==> src/hdl/dda_pkg.sv <==
// ----------------------------------------------------------------------------
// DDA line rasterizer package
// Shared widths, default parameter values and the sequencer state type.
// ----------------------------------------------------------------------------
package dda_pkg;

   localparam int COORD_BITS_DEF = 6;
   localparam int FRAC_BITS_DEF  = 16;
   localparam int COLOR_BITS     = 8;

   typedef enum logic [2:0] {
      ST_IDLE,
      ST_LOAD_X,
      ST_WAIT_X,
      ST_LOAD_Y,
      ST_WAIT_Y,
      ST_DRAW
   } state_type;

endpackage

==> src/hdl/dda_divider.sv <==
// ----------------------------------------------------------------------------
// DDA increment divider
// Restoring divider, one quotient bit per cycle. Computes
// floor((dividend << FRAC_BITS) / divisor) for dividend <= divisor, so the
// quotient needs FRAC_BITS+1 bits.
// ----------------------------------------------------------------------------
module dda_divider #(
   parameter int COORD_BITS = dda_pkg::COORD_BITS_DEF,
   parameter int FRAC_BITS  = dda_pkg::FRAC_BITS_DEF
) (
   input  logic                  clock,
   input  logic                  reset,
   input  logic                  start,
   input  logic [COORD_BITS-1:0] dividend,
   input  logic [COORD_BITS-1:0] divisor,
   output logic                  done,
   output logic [FRAC_BITS:0]    quotient
);

   localparam int CNT_BITS = $clog2(FRAC_BITS + 1);
   localparam logic [CNT_BITS-1:0] CNT_LAST = CNT_BITS'(FRAC_BITS);

   logic                  busy_ff, busy_in;
   logic                  done_ff, done_in;
   logic [CNT_BITS-1:0]   cnt_ff, cnt_in;
   logic [COORD_BITS:0]   rem_ff, rem_in;
   logic [FRAC_BITS:0]    quo_ff, quo_in;
   logic [COORD_BITS-1:0] div_ff, div_in;
   logic                  ge;
   logic [COORD_BITS:0]   rem_sub;

   always_comb begin
      busy_in = busy_ff;
      done_in = 1'b0;
      cnt_in  = cnt_ff;
      rem_in  = rem_ff;
      quo_in  = quo_ff;
      div_in  = div_ff;
      ge      = rem_ff >= {1'b0, div_ff};
      rem_sub = ge ? (rem_ff - {1'b0, div_ff}) : rem_ff;
      if (start) begin
         busy_in = 1'b1;
         cnt_in  = '0;
         rem_in  = {1'b0, dividend};
         quo_in  = '0;
         div_in  = divisor;
      end else if (busy_ff) begin
         // remainder stays below divisor, so the shift never overflows
         rem_in = {rem_sub[COORD_BITS-1:0], 1'b0};
         quo_in = {quo_ff[FRAC_BITS-1:0], ge};
         cnt_in = cnt_ff + 1'b1;
         if (cnt_ff == CNT_LAST) begin
            busy_in = 1'b0;
            done_in = 1'b1;
         end
      end
   end

   always_ff @(posedge clock) begin
      if (reset) begin
         busy_ff <= 1'b0;
         done_ff <= 1'b0;
      end else begin
         busy_ff <= busy_in;
         done_ff <= done_in;
      end
   end

   always_ff @(posedge clock) begin
      cnt_ff <= cnt_in;
      rem_ff <= rem_in;
      quo_ff <= quo_in;
      div_ff <= div_in;
   end

   assign done     = done_ff;
   assign quotient = quo_ff;

endmodule

==> src/hdl/dda_line_rasterizer.sv <==
// ----------------------------------------------------------------------------
// DDA line rasterizer
// Turns one line word into a stream of pixel words along the line.
// ----------------------------------------------------------------------------
// One line word is taken when the block is idle. The x and y increments are
// computed one after the other on a single bit-serial divider. Each division
// is started in its load state and its increment is taken in its wait state
// once the divider signals done. After that, one pixel word leaves per cycle
// while the output is taken. A line gives steps pixel words, where steps is
// the larger of the absolute x and y deltas. The end point is not drawn, a
// zero-length line gives no pixel, and the final pixel carries rsp_tlast.
// A finished pixel may still wait in the output register while the next
// line is taken.
module dda_line_rasterizer #(
   parameter int COORD_BITS = dda_pkg::COORD_BITS_DEF,
   parameter int FRAC_BITS  = dda_pkg::FRAC_BITS_DEF
) (
   input  logic clock,
   input  logic reset,
   input  logic req_tvalid,
   output logic req_tready,
   // start_x, start_y, end_x, end_y, red, green, blue
   input  logic [((4*COORD_BITS+3*dda_pkg::COLOR_BITS+7)/8)*8-1:0] req_tdata,
   output logic rsp_tvalid,
   input  logic rsp_tready,
   // pixel_x, pixel_y, pixel_red, pixel_green, pixel_blue
   output logic [((2*COORD_BITS+3*dda_pkg::COLOR_BITS+7)/8)*8-1:0] rsp_tdata,
   output logic rsp_tlast
);

   import dda_pkg::*;

   localparam int C      = COORD_BITS;
   localparam int ACC    = COORD_BITS + FRAC_BITS;
   localparam int RSP_W  = ((2*COORD_BITS+3*COLOR_BITS+7)/8)*8;

   state_type state_ff, state_in;

   logic [C-1:0]          s_x, s_y, e_x, e_y;
   logic [COLOR_BITS-1:0] c_r, c_g, c_b;
   logic [C-1:0]          adx, ady, steps;

   logic [C-1:0]          adx_ff, adx_in, ady_ff, ady_in, steps_ff, steps_in;
   logic                  neg_x_ff, neg_x_in, neg_y_ff, neg_y_in;
   logic [COLOR_BITS-1:0] red_ff, red_in, green_ff, green_in, blue_ff, blue_in;
   logic [ACC-1:0]        acc_x_ff, acc_x_in, acc_y_ff, acc_y_in;
   logic [ACC-1:0]        step_x_ff, step_x_in, step_y_ff, step_y_in;
   logic [C-1:0]          left_ff, left_in;
   logic                  rsp_valid_ff, rsp_valid_in;
   logic                  rsp_last_ff, rsp_last_in;
   logic [C-1:0]          pix_x_ff, pix_x_in, pix_y_ff, pix_y_in;
   logic [COLOR_BITS-1:0] pix_r_ff, pix_r_in, pix_g_ff, pix_g_in, pix_b_ff, pix_b_in;

   logic                  div_start, div_done;
   logic [C-1:0]          div_dividend;
   logic [FRAC_BITS:0]    div_quotient;
   logic [ACC-1:0]        quo_ext;

   assign s_x = req_tdata[C-1:0];
   assign s_y = req_tdata[2*C-1:C];
   assign e_x = req_tdata[3*C-1:2*C];
   assign e_y = req_tdata[4*C-1:3*C];
   assign c_r = req_tdata[4*C+COLOR_BITS-1:4*C];
   assign c_g = req_tdata[4*C+2*COLOR_BITS-1:4*C+COLOR_BITS];
   assign c_b = req_tdata[4*C+3*COLOR_BITS-1:4*C+2*COLOR_BITS];

   assign adx   = (e_x >= s_x) ? (e_x - s_x) : (s_x - e_x);
   assign ady   = (e_y >= s_y) ? (e_y - s_y) : (s_y - e_y);
   assign steps = (adx > ady) ? adx : ady;

   assign quo_ext = ACC'(div_quotient);

   dda_divider #(
      .COORD_BITS (COORD_BITS),
      .FRAC_BITS  (FRAC_BITS)
   ) u_divider (
      .clock    (clock),
      .reset    (reset),
      .start    (div_start),
      .dividend (div_dividend),
      .divisor  (steps_ff),
      .done     (div_done),
      .quotient (div_quotient)
   );

   always_comb begin
      state_in     = state_ff;
      adx_in       = adx_ff;
      ady_in       = ady_ff;
      steps_in     = steps_ff;
      neg_x_in     = neg_x_ff;
      neg_y_in     = neg_y_ff;
      red_in       = red_ff;
      green_in     = green_ff;
      blue_in      = blue_ff;
      acc_x_in     = acc_x_ff;
      acc_y_in     = acc_y_ff;
      step_x_in    = step_x_ff;
      step_y_in    = step_y_ff;
      left_in      = left_ff;
      rsp_valid_in = rsp_valid_ff && !rsp_tready;
      rsp_last_in  = rsp_last_ff;
      pix_x_in     = pix_x_ff;
      pix_y_in     = pix_y_ff;
      pix_r_in     = pix_r_ff;
      pix_g_in     = pix_g_ff;
      pix_b_in     = pix_b_ff;
      req_tready   = 1'b0;
      div_start    = 1'b0;
      div_dividend = adx_ff;
      case (state_ff)
         ST_IDLE: begin
            req_tready = 1'b1;
            if (req_tvalid) begin
               adx_in   = adx;
               ady_in   = ady;
               steps_in = steps;
               neg_x_in = e_x < s_x;
               neg_y_in = e_y < s_y;
               red_in   = c_r;
               green_in = c_g;
               blue_in  = c_b;
               acc_x_in = {s_x, {FRAC_BITS{1'b0}}};
               acc_y_in = {s_y, {FRAC_BITS{1'b0}}};
               left_in  = steps;
               if (steps != '0) begin
                  state_in = ST_LOAD_X;
               end
            end
         end
         ST_LOAD_X: begin
            div_start = 1'b1;
            state_in  = ST_WAIT_X;
         end
         ST_WAIT_X: begin
            if (div_done) begin
               step_x_in = neg_x_ff ? (ACC'(0) - quo_ext) : quo_ext;
               state_in  = ST_LOAD_Y;
            end
         end
         ST_LOAD_Y: begin
            div_start    = 1'b1;
            div_dividend = ady_ff;
            state_in     = ST_WAIT_Y;
         end
         ST_WAIT_Y: begin
            div_dividend = ady_ff;
            if (div_done) begin
               step_y_in = neg_y_ff ? (ACC'(0) - quo_ext) : quo_ext;
               state_in  = ST_DRAW;
            end
         end
         ST_DRAW: begin
            if (!rsp_valid_ff || rsp_tready) begin
               rsp_valid_in = 1'b1;
               rsp_last_in  = left_ff == C'(1);
               pix_x_in     = acc_x_ff[ACC-1:FRAC_BITS];
               pix_y_in     = acc_y_ff[ACC-1:FRAC_BITS];
               pix_r_in     = red_ff;
               pix_g_in     = green_ff;
               pix_b_in     = blue_ff;
               acc_x_in     = acc_x_ff + step_x_ff;
               acc_y_in     = acc_y_ff + step_y_ff;
               left_in      = left_ff - C'(1);
               if (left_ff == C'(1)) begin
                  state_in = ST_IDLE;
               end
            end
         end
         default: begin
            state_in = ST_IDLE;
         end
      endcase
   end

   always_ff @(posedge clock) begin
      if (reset) begin
         state_ff     <= ST_IDLE;
         rsp_valid_ff <= 1'b0;
      end else begin
         state_ff     <= state_in;
         rsp_valid_ff <= rsp_valid_in;
      end
   end

   always_ff @(posedge clock) begin
      adx_ff      <= adx_in;
      ady_ff      <= ady_in;
      steps_ff    <= steps_in;
      neg_x_ff    <= neg_x_in;
      neg_y_ff    <= neg_y_in;
      red_ff      <= red_in;
      green_ff    <= green_in;
      blue_ff     <= blue_in;
      acc_x_ff    <= acc_x_in;
      acc_y_ff    <= acc_y_in;
      step_x_ff   <= step_x_in;
      step_y_ff   <= step_y_in;
      left_ff     <= left_in;
      rsp_last_ff <= rsp_last_in;
      pix_x_ff    <= pix_x_in;
      pix_y_ff    <= pix_y_in;
      pix_r_ff    <= pix_r_in;
      pix_g_ff    <= pix_g_in;
      pix_b_ff    <= pix_b_in;
   end

   assign rsp_tvalid = rsp_valid_ff;
   assign rsp_tlast  = rsp_last_ff;
   assign rsp_tdata  = RSP_W'({pix_b_ff, pix_g_ff, pix_r_ff, pix_y_ff, pix_x_ff});

endmodule
==> config.mk <==
export PLATFORM = sky130hd
export DESIGN_NAME = dda_line_rasterizer
export DESIGN_NICKNAME = d
export VERILOG_FILES = /design/src/hdl/dda_pkg.sv /design/src/hdl/dda_divider.sv /design/src/hdl/dda_line_rasterizer.sv
export SDC_FILE = /design/constraint.sdc
export NUM_CORES = 1
export LEC_CHECK = 0
export BUFFER_PORTS_ARGS = -buffer_cell sky130_fd_sc_hd__buf_2
export CORE_UTILIZATION = 45
export DETAILED_ROUTE_END_ITERATION = 12
export GPL_TIMING_DRIVEN = 0
export SLEW_MARGIN = 20
export SYNTH_ARGS = -nofsm -noshare
export SYNTH_HDL_FRONTEND = slang
export SYNTH_SLANG_ARGS = --single-unit
==> constraint.sdc <==
create_clock -name clock -period 14.2 [get_ports clock]
set_input_delay 1.42 -clock clock [delete_from_list [all_inputs] [get_ports clock]]
set_output_delay 1.42 -clock clock [all_outputs]
set_load 0.02 [all_outputs]
==> flow_summary.toml <==
[grt]
grt_pass1_wl_microns = 37800
overflow = 0
grt_max_degree = 29
grt_pass1_vias = 7387
antenna_found_initial = 0
grt.total_usage_pct = 18.4

[power]
pwr-share-seq_pct = 35.8
p_int_mw = 1.73
p_sw_share_pct = 35.2
p_per_area_nw_per_um2 = 204
pwr-share-comb_pct = 40.0
switchingPower_mw = 0.939
power_leakage_nw = 5.33
ir_worst_vdd_uv = 101
power_frac_clock_pct = 24.2

[placement]
gp_congestion = 0.893
dp.cells = 1410
portBuffers = 90
hpwl_microns = 17400
dp_slack_ns = 7.56

[synth]
synthFlopType = "edfxtp_1"
synth_cell_type_count = 65
syn_area_per_cell_sq_um = 11.4
synth_edf_count = 179
ys_ff_latch = 208
ys_seq_area_share_pct = 52.9
synth-async-reset-ratio_pct = 0
yosys_warnings = 0
synthesis.instances = 987
netlist_area_sq_um = 11300

[clock_tree]
cts_setup_buffers = 0
htreeDepth = 1
cts_tree = "built"
cts_max_path_buffers = 3
cts_buffers = 24
cts_resized = 0
path_clk_slew_ns = 0.06
holdBufCountCts = 0
clock-root-buffer = "clkbuf_16"
clkLatencyLatePin_ns = 0.52
cts_sinks = 208

[critical_path]
crit_type = "primary input to register"
worst-path-max-fanout = 7
startpoint_type = "primary input"
worstSetupEndpointType = "register"
ff2ff_path_depth = 9
crit_required_ns = 14.59
worstSetupStartpoint = "req_tdata[12]"
r2r-start = "step_y_ff[3]$_DFFE_PP_"
worstPathArrival_ns = 6.53

[sta]
fmax_ghz = 0.163
finalSetupTns_ns = 0
fin_crit_ns = 6.13
slew_viol_final = 0
fin_skew_ns = 0.0124
worst_pin_slew_ns = 1.05
period_share_pct = 43.2
setup_viol_count_final = 0
relSlewSlack_pct = 28.3
worst_slack_ns = 8.07
hold_viol = 0
rsz0062_at_grt = "false"

[floorplanning]
die_w_microns = 160
std_cell_rows = 57
start_util_pct = 46.0
die_area_sq_um = 25700
coreArea_sq_um = 24500
ios = 95
die_h_microns = 160

[cells_and_area]
final_util_pct = 53.5
nNetsFinal = 1252
syn2layout_area_growth_pct = 16.3
antenna_cells = 0
layout-drive-gt1-share_pct = 15.9
instances_no_fill = 1454
nFillCells = 2111

[drt]
drt-wirelength-per-cell_microns = 16.1
drtIter0Drc = 403
avgViaCountPerCell = 5.19
drtAntennaViolNets = 0
vias = 7543
wl_microns = 23400
drc = 0
drt_first_pass_iters = 4

[run]
drv_cap = 0

[run_status]
status = "completed"

[hold_path]
min_path_type = "register to register"
min_from = "blue_ff[7]$_DFFE_PP_"
hold_path_depth = 0
==> sequential cells by signal (all words and copies together), names as in the netlist, 6 cells and up <==
signal,count
u_divider.div_ff,6
u_divider.quotient,17
green_ff,8
pix_x_ff,6
acc_x_ff,22
blue_ff,8
red_ff,8
pix_g_ff,8
acc_y_ff,22
step_x_ff,18
left_ff,6
step_y_ff,18
ady_ff,6
adx_ff,6
steps_ff,6
pix_r_ff,8
pix_y_ff,6
pix_b_ff,8
u_divider.rem_ff,7
==> critical path: stages <==
cell,delay [ns]
buf_2,0.11
inv_1,0.05
ha_1,0.17
inv_1,0.06
fa_1,0.42
a211oi_1,0.25
o21bai_1,0.14
a211oi_2,0.64
mux2_2,0.43
or2_2,0.30
a21oi_1,0.17
xnor2_1,0.11
ha_1,0.33
nand4_1,0.13
o21bai_1,0.20
a31oi_1,0.57
mux2i_1,0.28
or3_1,0.39
o41ai_1,0.28
nand2_1,0.08
==> placed cells by master, fill, tap and decap left out, drive strengths merged, types with 17 or more instances in the layout <==
master    n
edfxtp  179
nand2    86
xnor2    56
a21oi    45
a211oi   17
o21ai    50
mux2i    37
ha       81
nor2     77
clkbuf   53
xor2     24
buf     108
inv      77
dfxtp    29
==> power groups by stage <==
stage | sequential (mW) | combinational (mW) | clock, mW
after floorplan | 0.960 | 0.800 | 0
after global placement | 0.983 | 1.02 | 0
after detailed placement | 0.966 | 1.07 | 0
after CTS | 0.957 | 1.08 | 0.661
after global routing | 0.971 | 1.20 | 0.684
final | 0.955 | 1.07 | 0.646
==> layer usage <==
layer	routed length, microns	track usage (%)	vias to the layer above	share of wire, %
met3	909	2.52	20	3.9
met2	11000	31.0	146	47
met5	0	0	-	0
met1	11100	25.1	3561	48
li1	-	-	3816	-
met4	304	4.16	0	1.3
==> cell usage after synthesis (all sizes together) (4+ instances only) <==
library cell,count,area (sq um)
a2111oi,4,35.0
a211oi,17,133
a21boi,7,52.6
a21o,16,120
a21oi,45,225
a221oi,4,35.0
a31o,4,35.0
a31oi,5,31.3
and2,10,62.6
and3,10,62.6
buf,12,90.1
clkbuf,23,87.6
dfxtp,29,581
edfxtp,179,5380
fa,7,140
ha,81,1010
inv,75,282
mux2,5,56.3
mux2i,37,370
nand2,86,323
nand2b,7,43.8
nand3,10,50.1
nand4,8,50.1
nor2,77,292
nor2b,12,75.1
nor3,15,80.1
nor4b,4,35.0
o21a,5,37.5
o21ai,50,250
o21bai,5,37.5
o22ai,5,31.3
o31ai,7,82.6
or2,4,25.0
or3,13,113
xnor2,56,490
xor2,24,210
==> stage by stage <==
stage | cell area (sq um) | hold slack (ns) | power (mW)
3_3_place_gp | 12100 | 0.400 | 2.00
5_1_grt | 13100 | 0.424 | 2.86
3_5_place_dp | 12200 | 0.405 | 2.03
6_report | 13100 | 0.417 | 2.67
2_1_floorplan | 11300 | 0.400 | 1.76
4_1_cts | 13100 | 0.419 | 2.69
==> final timing paths <==
check                                                end  slack [ns]
worst min register to register     pix_b_ff[7]$_DFFE_PP_        0.42
worst max register to register    acc_y_ff[17]$_DFFE_PP_       10.54
worst min-delay path               pix_b_ff[7]$_DFFE_PP_        0.42
worst max-delay path            state_ff[0]$_SDFFE_PP0P_        8.07
==> kinds of logic (layout without fill, tap and decap cells) <==
kind of cell / after synthesis / count (layout) / synth area share (%)
XOR/XNOR: 80 / 80 / 6.22
other: 1 / 4 / 0.0333
flip-flops: 208 / 208 / 52.9
multiplexers: 42 / 42 / 3.79
AND/OR/NAND/NOR: 267 / 267 / 11.5
adder cells (fa/ha/maj): 88 / 88 / 10.2
AO/OA/AOI/OAI: 191 / 191 / 11.2
buffers and inverters: 110 / 250 / 4.08
==> final cells by class <==
class / instances / area (sq um) / share of cell area [%]
Inverter: 75 / 282 / 2.15
Tap cell: 324 / 405 / 3.10
Sequential cell: 208 / 5960 / 45.5
Multi-Input combinational cell: 672 / 4880 / 37.3
Timing Repair Buffer: 96 / 547 / 4.18
Clock buffer: 30 / 687 / 5.25
Clock inverter: 14 / 155 / 1.19
Buffer: 35 / 178 / 1.36
Power figures use the tool's default switching activity.
